**src/spq_pkg.sv**
```systemverilog
// spq_pkg: shared types, codes and defaults for the sorted priority queue
// used by spq_ctrl, spq_dpath and sorted_priority_queue_top; no dependencies
package spq_pkg;

  localparam int QUEUE_DEPTH = 16;
  localparam int KEY_BITS    = 8;

  // action codes
  localparam logic [1:0] ACT_ENQ  = 2'd0;
  localparam logic [1:0] ACT_DEQ  = 2'd1;
  localparam logic [1:0] ACT_PEEK = 2'd2;

  // status codes
  localparam logic [1:0] STS_OK    = 2'd0;
  localparam logic [1:0] STS_EMPTY = 2'd1;
  localparam logic [1:0] STS_FULL  = 2'd2;

  typedef struct packed {
    logic [1:0]  action;
    logic [15:0] entry_code;
    logic [15:0] entry_name;
    logic [7:0]  entry_key;
  } in_word_t;

  typedef struct packed {
    logic [1:0]  status;
    logic        head_valid;
    logic [15:0] head_code;
    logic [15:0] head_name;
    logic [7:0]  head_key;
    logic [4:0]  occupancy;
  } out_word_t;

  // controller to datapath
  typedef struct packed {
    logic       enq;
    logic       deq;
    logic       load;
    logic       show_head;
    logic [1:0] status;
  } cmd_t;

  // datapath to controller
  typedef struct packed {
    logic empty;
    logic full;
  } stat_t;

endpackage

```
**src/spq_ctrl.sv**
```systemverilog
// spq_ctrl: handshake control and command decode for the sorted priority queue
// depends on spq_pkg
module spq_ctrl (
  input  logic              clk_i,
  input  logic              rst_ni,
  input  logic              in_valid_i,
  output logic              in_stall_o,
  input  logic [1:0]        action_i,
  output logic              out_valid_o,
  input  logic              out_stall_i,
  input  spq_pkg::stat_t    stat_i,
  output spq_pkg::cmd_t     cmd_o
);

  localparam logic ST_IDLE = 1'b0;
  localparam logic ST_HOLD = 1'b1;

  logic state_q, state_d;
  logic accept;

  // result register drains or is empty -> take a new word
  assign in_stall_o  = (state_q == ST_HOLD) && out_stall_i;
  assign out_valid_o = (state_q == ST_HOLD);
  assign accept      = in_valid_i && !in_stall_o;

  always_comb begin
    cmd_o = '0;
    cmd_o.load   = accept;
    cmd_o.status = spq_pkg::STS_OK;
    if (accept) begin
      unique case (action_i)
        spq_pkg::ACT_ENQ: begin
          if (stat_i.full) cmd_o.status = spq_pkg::STS_FULL;
          else             cmd_o.enq    = 1'b1;
        end
        spq_pkg::ACT_DEQ, spq_pkg::ACT_PEEK: begin
          if (stat_i.empty) begin
            cmd_o.status = spq_pkg::STS_EMPTY;
          end else begin
            cmd_o.show_head = 1'b1;
            cmd_o.deq       = (action_i == spq_pkg::ACT_DEQ);
          end
        end
        default: ;
      endcase
    end
  end

  always_comb begin
    state_d = state_q;
    if (accept) state_d = ST_HOLD;
    else if (state_q == ST_HOLD && !out_stall_i) state_d = ST_IDLE;
  end

  always_ff @(posedge clk_i or negedge rst_ni) begin
    if (!rst_ni) state_q <= ST_IDLE;
    else         state_q <= state_d;
  end

endmodule

```
**src/spq_dpath.sv**
```systemverilog
// spq_dpath: sorted slot row with parallel compare and shift, plus result register
// depends on spq_pkg
module spq_dpath #(
  parameter int QueueDepth = spq_pkg::QUEUE_DEPTH,
  parameter int KeyBits    = spq_pkg::KEY_BITS
) (
  input  logic                clk_i,
  input  logic                rst_ni,
  input  spq_pkg::cmd_t       cmd_i,
  input  spq_pkg::in_word_t   in_word_i,
  output spq_pkg::stat_t      stat_o,
  output spq_pkg::out_word_t  out_word_o
);

  localparam int CntW = $clog2(QueueDepth + 1);

  logic [15:0]      code_q [QueueDepth];
  logic [15:0]      name_q [QueueDepth];
  logic [KeyBits-1:0] key_q [QueueDepth];
  logic [15:0]      code_d [QueueDepth];
  logic [15:0]      name_d [QueueDepth];
  logic [KeyBits-1:0] key_d [QueueDepth];

  logic [CntW-1:0]  count_q, count_d;
  logic [QueueDepth-1:0] ge;
  logic [KeyBits-1:0] new_key;
  spq_pkg::out_word_t res_q;
  logic [31:0]      occ_ext;
  logic [31:0]      key_ext;

  assign new_key = KeyBits'(in_word_i.entry_key);

  // held slots whose key is >= the new key; a prefix since the row is sorted
  always_comb begin
    for (int i = 0; i < QueueDepth; i++) begin
      ge[i] = (CntW'(i) < count_q) && (key_q[i] >= new_key);
    end
  end

  for (genvar g = 0; g < QueueDepth; g++) begin : g_slot
    always_comb begin
      code_d[g] = code_q[g];
      name_d[g] = name_q[g];
      key_d[g]  = key_q[g];
      if (cmd_i.enq && !ge[g]) begin
        if (g == 0) begin
          code_d[g] = in_word_i.entry_code;
          name_d[g] = in_word_i.entry_name;
          key_d[g]  = new_key;
        end else begin
          if (ge[(g == 0) ? 0 : g-1]) begin
            code_d[g] = in_word_i.entry_code;
            name_d[g] = in_word_i.entry_name;
            key_d[g]  = new_key;
          end else begin
            code_d[g] = code_q[(g == 0) ? 0 : g-1];
            name_d[g] = name_q[(g == 0) ? 0 : g-1];
            key_d[g]  = key_q[(g == 0) ? 0 : g-1];
          end
        end
      end else if (cmd_i.deq && g < QueueDepth - 1) begin
        code_d[g] = code_q[(g < QueueDepth - 1) ? g+1 : g];
        name_d[g] = name_q[(g < QueueDepth - 1) ? g+1 : g];
        key_d[g]  = key_q[(g < QueueDepth - 1) ? g+1 : g];
      end
    end

    always_ff @(posedge clk_i) begin
      code_q[g] <= code_d[g];
      name_q[g] <= name_d[g];
      key_q[g]  <= key_d[g];
    end
  end

  always_comb begin
    count_d = count_q;
    if (cmd_i.enq)      count_d = count_q + CntW'(1);
    else if (cmd_i.deq) count_d = count_q - CntW'(1);
  end

  always_ff @(posedge clk_i or negedge rst_ni) begin
    if (!rst_ni) count_q <= '0;
    else         count_q <= count_d;
  end

  assign stat_o.empty = (count_q == '0);
  assign stat_o.full  = (count_q == CntW'(QueueDepth));

  assign occ_ext = 32'(count_d);
  assign key_ext = 32'(key_q[0]);

  always_ff @(posedge clk_i) begin
    if (cmd_i.load) begin
      res_q.status     <= cmd_i.status;
      res_q.head_valid <= cmd_i.show_head;
      res_q.head_code  <= cmd_i.show_head ? code_q[0] : 16'd0;
      res_q.head_name  <= cmd_i.show_head ? name_q[0] : 16'd0;
      res_q.head_key   <= cmd_i.show_head ? key_ext[7:0] : 8'd0;
      res_q.occupancy  <= occ_ext[4:0];
    end
  end

  assign out_word_o = res_q;

  a_count_bound: assert property (@(posedge clk_i) disable iff (!rst_ni)
    count_q <= CntW'(QueueDepth))
    else $error("fill count above depth");

  a_enq_deq_excl: assert property (@(posedge clk_i) disable iff (!rst_ni)
    !(cmd_i.enq && cmd_i.deq))
    else $error("enqueue and dequeue together");

  a_enq_count: assert property (@(posedge clk_i) disable iff (!rst_ni)
    cmd_i.enq |=> count_q == $past(count_q) + CntW'(1))
    else $error("enqueue did not advance fill count");

  a_head_sorted: assert property (@(posedge clk_i) disable iff (!rst_ni)
    (count_q >= CntW'(2)) |-> (key_q[0] >= key_q[1]))
    else $error("head key below second key");

endmodule

```
**src/sorted_priority_queue_top.sv**
```systemverilog
// a result word is registered and valid in the cycle after its request word is accepted
// throughput: one word per cycle while the receiver does not stall; the slot row compares every slot to the new key
//   in parallel and shifts in the same cycle, and the result register frees as it drains
// reset: rst_ni async active low clears the fill count and handshake state;
//   slot contents are not cleared, only slots below the fill count are read
// depends on spq_pkg, spq_ctrl, spq_dpath
module sorted_priority_queue_top #(
  parameter int QueueDepth = spq_pkg::QUEUE_DEPTH,
  parameter int KeyBits    = spq_pkg::KEY_BITS
) (
  input  logic               clk_i,
  input  logic               rst_ni,
  input  logic               in_valid_i,
  output logic               in_stall_o,
  input  spq_pkg::in_word_t  in_word_i,
  output logic               out_valid_o,
  input  logic               out_stall_i,
  output spq_pkg::out_word_t out_word_o
);

  spq_pkg::cmd_t  cmd;
  spq_pkg::stat_t stat;

  spq_ctrl u_ctrl (
    .clk_i       (clk_i),
    .rst_ni      (rst_ni),
    .in_valid_i  (in_valid_i),
    .in_stall_o  (in_stall_o),
    .action_i    (in_word_i.action),
    .out_valid_o (out_valid_o),
    .out_stall_i (out_stall_i),
    .stat_i      (stat),
    .cmd_o       (cmd)
  );

  spq_dpath #(
    .QueueDepth (QueueDepth),
    .KeyBits    (KeyBits)
  ) u_dpath (
    .clk_i      (clk_i),
    .rst_ni     (rst_ni),
    .cmd_i      (cmd),
    .in_word_i  (in_word_i),
    .stat_o     (stat),
    .out_word_o (out_word_o)
  );

endmodule

```
**config.mk**
```make
export PLATFORM = sky130hd
export DESIGN_NAME = sorted_priority_queue_top
export DESIGN_NICKNAME = d
export VERILOG_FILES = /design/src/spq_pkg.sv /design/src/spq_ctrl.sv /design/src/spq_dpath.sv /design/src/sorted_priority_queue_top.sv
export SDC_FILE = /design/constraint.sdc
export NUM_CORES = 2
export LEC_CHECK = 0
export ABC_AREA = 1
export BUFFER_PORTS_ARGS = -buffer_cell sky130_fd_sc_hd__buf_2
export CAP_MARGIN = 10
export CORE_ASPECT_RATIO = 0.5
export CORE_MARGIN = 5
export CORE_UTILIZATION = 60
export DETAILED_ROUTE_END_ITERATION = 12
export GPL_TIMING_DRIVEN = 0
export PLACE_DENSITY = 0.89
export SLEW_MARGIN = 15
export SYNTH_ARGS = -nofsm -noshare
export SYNTH_HDL_FRONTEND = slang
export SYNTH_HIERARCHICAL = 1
export SYNTH_SLANG_ARGS = --single-unit
```
**constraint.sdc**
```tcl
create_clock -name clk_i -period 5.7 [get_ports clk_i]
set_input_delay 0 -clock clk_i [delete_from_list [all_inputs] [get_ports clk_i]]
set_output_delay 0 -clock clk_i [all_outputs]
set_load 0.01 [all_outputs]
```
* After elaboration in Yosys (flattened, before gate mapping)
Memories as Yosys holds them, arrays and structs flattened.
Index checks and enable logic that the tools add are counted.
W data, S select, Z words.
** Storage, ports and cells
- Memories :: 3
- Input bits :: 46
- Memory bits (writable) :: 640
- Word-level logic and storage cells :: 258
- Flip-flop bits (word level) :: 54
** Memory list
- u_dpath.code_q :: words 16, bits a word 16, rd ports 16, clocked after Yosys merged registers in 0, write ports 16, line spq_dpath.sv:17 : logic [15:0] code_q [QueueDepth];
- u_dpath.name_q :: words 16, bits a word 16, rd ports 16, clocked after Yosys merged registers in 0, write ports 16, line spq_dpath.sv:18 : logic [15:0] name_q [QueueDepth];
- u_dpath.key_q :: words 16, bits a word 8, rd ports 16, clocked after Yosys merged registers in 0, write ports 16, line spq_dpath.sv:19 : logic [KeyBits-1:0] key_q [QueueDepth];
** Cells by class
- Reductions and logical operators :: 57
- $lt $le $gt $ge :: 32
- Equality and inequality tests :: 3
- Multiplexer cells :: 153
- $add $sub $neg :: 2
** Operators with widths (number)
- $mux W16 :: 92
- $mux W8 :: 46
- $ge A8 B8 Y1 :: 16
- $lt A4 B5 Y1 const A :: 8
- $logic_and A1 B1 Y1 :: 35
- $lt A3 B5 Y1 const A :: 4
- $logic_not A1 Y1 :: 18
- $lt A1 B5 Y1 const A :: 2
- $lt A2 B5 Y1 const A :: 2
- $mux W5 :: 2
- $mux W1 :: 9
- $add A5 B1 Y5 const B :: 1
- $eq A5 B5 Y1 const B :: 1
- $logic_not A5 Y1 :: 1
- $sub A5 B1 Y5 const B :: 1
- $mux W2 :: 2
- $pmux W2 S2 :: 1
- $mux W3 :: 1
- $eq A2 B1 Y1 const B :: 1
- $eq A2 B2 Y1 const B :: 1
- $logic_not A2 Y1 :: 1
- $reduce_bool A2 Y1 :: 1
- $reduce_or A2 Y1 :: 1

* Depth between registers and ports, before layout
- Word-level depth :: 6
- Gate-level depth with buffers :: 15

* Cells and area by module
Netlist, hierarchy kept.
** By module, submodules not included
- spq_dpath :: cells an instance 5256, times used 1, area each 40269.9 um^2
- spq_ctrl :: cells an instance 25, times used 1, area each 158.9 um^2

* Worst setup path after synthesis
OpenSTA, ideal clock, no wires.
- Kind :: input -> register
- Start point :: input port in_word_i[5] in the netlist's numbering
- End point :: memory u_dpath.code_q[15][0], in the netlist u_dpath/code_q[1][112], enable pin
- Cell stages on the path :: 8
- Data arrival time :: 3239 ps
- Buffers on the path :: 1
- Data required time :: 5249 ps
- Setup slack :: 2010 ps
- Setup time :: 451 ps
- Cells stage by stage :: clkbuf_1 -> inv_1 -> ha_1 -> a21oi_1 -> nor3_1 -> nor2_1 -> nand4_1 -> a21oi_1
** RTL lines
- start, declared :: line sorted_priority_queue_top.sv:15 : input spq_pkg::in_word_t in_word_i,
- end, declared :: line spq_dpath.sv:17

==> metrics.log <==
[metrics] category of the critical setup timing path: primary input to flop
[metrics] grt peak-use layer: met1
[metrics] Arrival @ worst endpoint: between 5000 and 6000 ps
[metrics] Maximum Capacitance Violations: 0
[metrics] drt initial violations: between 7,000 and 8,000
[metrics] commonest cells in the netlist: sky130_fd_sc_hd__nand2_1, sky130_fd_sc_hd__edfxtp_1, sky130_fd_sc_hd__nand3_1, sky130_fd_sc_hd__clkbuf_1, sky130_fd_sc_hd__inv_1
[metrics] area share of xor/xnor cells in the synthesized design: less than 1%
[metrics] FMAX: between 150 and 200 MHz
[metrics] average wire per standard cell: 22.9 µm
[metrics] Synth Area in Adders: roughly 4.2%
[metrics] worst setup slack before clock tree synthesis: 829 ps
[metrics] worst hold slack: about 71 ps
[metrics] worst setup path startpoint: in_word_i[7]
[metrics] worst clock skew on the final layout: approximately 26 ps
[metrics] total grt overflow: 0
[metrics] Syn Std Cell Area: 40,400 µm²
[metrics] worst-case vdd ir drop: ~0.23 mV
[metrics] Avg Cell Area, Syn: 7.66 µm²
[metrics] synthesized-area fraction occupied by and/or/nand/nor cells: about 37%
[metrics] number of antenna violations at the first check in global routing: 0
[metrics] largest net degree at the start of global routing: 49
[metrics] die area: around 73,000 µm²
[metrics] required time at the endpoint of the critical path: around 6000 ps
[metrics] worst setup slack for register-to-register paths: ~750 ps
[metrics] number of pins exceeding their max-slew limit in the final report: 0
[metrics] Std-Cell Core Area: between 60,000 and 70,000 µm²
[metrics] largest cells by area after synthesis: sky130_fd_sc_hd__edfxtp_1, sky130_fd_sc_hd__nand2_1, sky130_fd_sc_hd__nand3_1
[metrics] vias per cell: around 6
[metrics] least setup slack across all paths after layout: approximately 630 ps
[metrics] maximum fanout along the worst path: 22
[metrics] number of global-route vias before repair: 34,625
[metrics] port bufs: 95
[metrics] net count of the mapped netlist: 5,462
[metrics] asr flop ratio synth: 0.865%
[metrics] met1 GRT Util: between 60 and 70%
[metrics] number of storage elements in the synthesis netlist: about 690
[metrics] endpoint class of the critical path: flop
[metrics] clk sink count: a little under 700
[metrics] cell taking the most area after synthesis: sky130_fd_sc_hd__edfxtp_1
[metrics] tightest slew margin relative to the limit: under 10%
[metrics] status: finished, final reports clean
[metrics] DRC violations left: 0
[metrics] global-route track usage on met2: between 40% and 50%
[metrics] Critical R2R Capture: u_dpath/key_q[1][2]
[metrics] R2R cell count: 13
[metrics] hold buffer count at CTS: between 40 and 50
[metrics] Total Wirelength: 148,000 µm
[metrics] Distinct cells, synth: 37
[metrics] TritonCTS Buffers: 66
[metrics] Site Rows: 67
[metrics] post-synthesis sequential area ratio: 51.5%
[metrics] starting density of the core: just over 60%
[metrics] setup-violating endpoint count in the final report: 0
[metrics] endpoints failing hold: 0
[metrics] Ant. Diodes: 0
[metrics] worst-margin pin slew: 1370 ps
[metrics] net count of the finished layout: ~5,700
[metrics] count of cells resized by post-cts repair: 0
[metrics] gate count after technology mapping: 5,281
[metrics] clock tree from TritonCTS: done
[metrics] number of search-and-repair iterations in the first detailed-routing pass: 12
[metrics] largest family of logic cells by synthesized area: simple AND/OR/NAND/NOR gates
[metrics] final worst path period need: between 5000 and 6000 ps
[metrics] number of enable-type register cells in the synthesized netlist: around 700
[metrics] buffer depth of the longest clock path: 3
[metrics] root buffer cell: sky130_fd_sc_hd__clkbuf_16
[metrics] routability congestion estimate from global placement: between 1 and 1.5
[metrics] clock latency on the worst-skew pair: roughly 640 ps
[metrics] synth warn: 6
[metrics] unrepaired setup endpoints after global routing: no
[metrics] total setup buffers inserted after CTS: 0
[metrics] leading cell type by number of instances after synthesis: sky130_fd_sc_hd__nand2_1
[metrics] fraction of the mapped netlist area in compound gates: 2.01%
[metrics] type of the tightest min-delay check: primary input to flop
[metrics] share of synthesized area spent on multiplexers: 0%
[metrics] met3 Resource Use GR: 19.0%
[metrics] top-level port count: 96
[metrics] post-route antenna net violation count: 0
[metrics] total track usage: between 30% and 40%
[metrics] # H-tree levels: 3
[metrics] crit path launch type: primary input
[metrics] power per cell area: between 300 and 400 nW/µm²
[metrics] fraction of final layout cells sized beyond drive strength 1: about 6.6%
[metrics] first-pass GRT wire length: 216,000 µm
[metrics] Worst Setup EP: u_dpath/name_q[1][87]
[metrics] vias after detailed routing: 38,801
[metrics] flip-flop cell with the highest count after synthesis: sky130_fd_sc_hd__edfxtp_1
[metrics] overall power: 16,400 µW
[metrics] width of the die: approximately 380 µm
[metrics] crit share post-route: about nine tenths
[metrics] final HPWL from detailed placement: 115,000 µm
[metrics] Die H: 194 µm
[metrics] startpoint of the most critical register-to-register path: u_dpath/count_q[3]
[metrics] relative area change from synthesis to final layout: 11.5%
[metrics] share of the synthesized area in the top cell type: roughly 51%
[metrics] reported leakage power: between 0.02 and 0.025 µW
[metrics] clock transition at the registers of the reported paths: roughly 70 ps
[worst min-delay path by stage]
stage | from | cells after the start | end | slack (ps)
final | in_word_i[40] | 5 | u_dpath/out_word_o[47] | 70
after global routing | in_word_i[40] | 5 | u_dpath/out_word_o[47] | 60
after CTS | in_word_i[40] | 5 | u_dpath/out_word_o[47] | 40
after detailed placement | rst_ni | 1 | u_ctrl/out_valid_o | -160
after global placement | rst_ni | 1 | u_ctrl/out_valid_o | -170
after floorplan | rst_ni | 0 | u_ctrl/out_valid_o | -300
[worst max-delay path, stage by stage]
cell	delay, ps
sky130_fd_sc_hd__dlygate4sd3_1	530
sky130_fd_sc_hd__buf_2	270
sky130_fd_sc_hd__clkbuf_1	720
sky130_fd_sc_hd__inv_1	850
sky130_fd_sc_hd__ha_1	600
sky130_fd_sc_hd__nand2_1	80
sky130_fd_sc_hd__o21a_1	180
sky130_fd_sc_hd__nand2_1	360
sky130_fd_sc_hd__nand2_1	360
sky130_fd_sc_hd__nand2_1	390
sky130_fd_sc_hd__buf_2	310
sky130_fd_sc_hd__nand2_2	400
sky130_fd_sc_hd__buf_16	330
[cell type report]
class	count	area (µm²)
fill	5557	21700
sequential	694	20800
multi-input combinational	4048	17500
clock buffer	86	1840
buffer	345	1440
timing repair buffer	159	1360
tap	897	1120
inverter	194	728
clock inverter	28	259
[cells in the final DEF (no fill, tap or decap), types with 2 or more instances in the layout]
| master | instances |
|---|---|
| sky130_fd_sc_hd__nand3_1 | 576 |
| sky130_fd_sc_hd__buf_16 | 10 |
| sky130_fd_sc_hd__nand4_1 | 3 |
| sky130_fd_sc_hd__nor2_1 | 41 |
| sky130_fd_sc_hd__o21ai_2 | 3 |
| sky130_fd_sc_hd__inv_1 | 173 |
| sky130_fd_sc_hd__xor2_1 | 3 |
| sky130_fd_sc_hd__dfrtp_1 | 6 |
| sky130_fd_sc_hd__ha_1 | 135 |
| sky130_fd_sc_hd__nand2_1 | 3114 |
| sky130_fd_sc_hd__o21ai_1 | 2 |
| sky130_fd_sc_hd__a21oi_1 | 37 |
| sky130_fd_sc_hd__dlygate4sd3_1 | 47 |
| sky130_fd_sc_hd__buf_12 | 7 |
| sky130_fd_sc_hd__bufinv_16 | 5 |
| sky130_fd_sc_hd__buf_2 | 204 |
| sky130_fd_sc_hd__o21ai_0 | 81 |
| sky130_fd_sc_hd__nand2_2 | 19 |
| sky130_fd_sc_hd__nor3_1 | 4 |
| sky130_fd_sc_hd__clkinv_2 | 11 |
| sky130_fd_sc_hd__a21oi_2 | 2 |
| sky130_fd_sc_hd__edfxtp_1 | 688 |
| sky130_fd_sc_hd__clkbuf_16 | 71 |
| sky130_fd_sc_hd__clkbuf_1 | 238 |
| sky130_fd_sc_hd__clkinv_1 | 11 |
| sky130_fd_sc_hd__buf_4 | 2 |
| sky130_fd_sc_hd__buf_1 | 10 |
| sky130_fd_sc_hd__inv_2 | 20 |
| sky130_fd_sc_hd__o21a_1 | 13 |
[metrics by stage]
stage / util, % / setup TNS, ps / std cells / instance area, µm²
2_1_floorplan: - / 0 / 5281 / 40400
3_3_place_gp: 62.9 / -12590 / 6273 / 42000
3_5_place_dp: 63.6 / 0 / 6290 / 42500
4_1_cts: 67.4 / 0 / 6451 / 45100
5_1_grt: 67.4 / 0 / 6451 / 45100
6_report: 67.4 / 0 / 6451 / 45100
[cell families after synthesis]
logic type,Yosys count
buffers and inverters,539
adder cells (fa/ha/maj),135
flip-flops,694
AO/OA/AOI/OAI,146
XOR/XNOR,3
AND/OR/NAND/NOR,3764
[layer usage]
| metal | vias up | routed length, µm |
|---|---|---|
| met5 | - | 151 |
| met4 | 2 | 3320 |
| met3 | 313 | 32200 |
| met2 | 3517 | 53500 |
| met1 | 17500 | 58700 |
| li1 | 17469 | - |
[sequential cells by signal, indices dropped and copies added (netlist names)]
register	cells
u_ctrl/out_valid_o	1
u_dpath/code_q	256
u_dpath/count_q	5
u_dpath/key_q	128
u_dpath/name_q	256
u_dpath/out_word_o	48
[where the power goes]
part / internal [µW] / switching, µW / leakage, µW
Combinational: 1420 / 3820 / 0.0145
Clock: 2500 / 1990 / 0.00103
Sequential: 6250 / 416 / 0.00646
Total: 10200 / 6230 / 0.0220
Note: power is estimated with default switching activity, not from simulation.
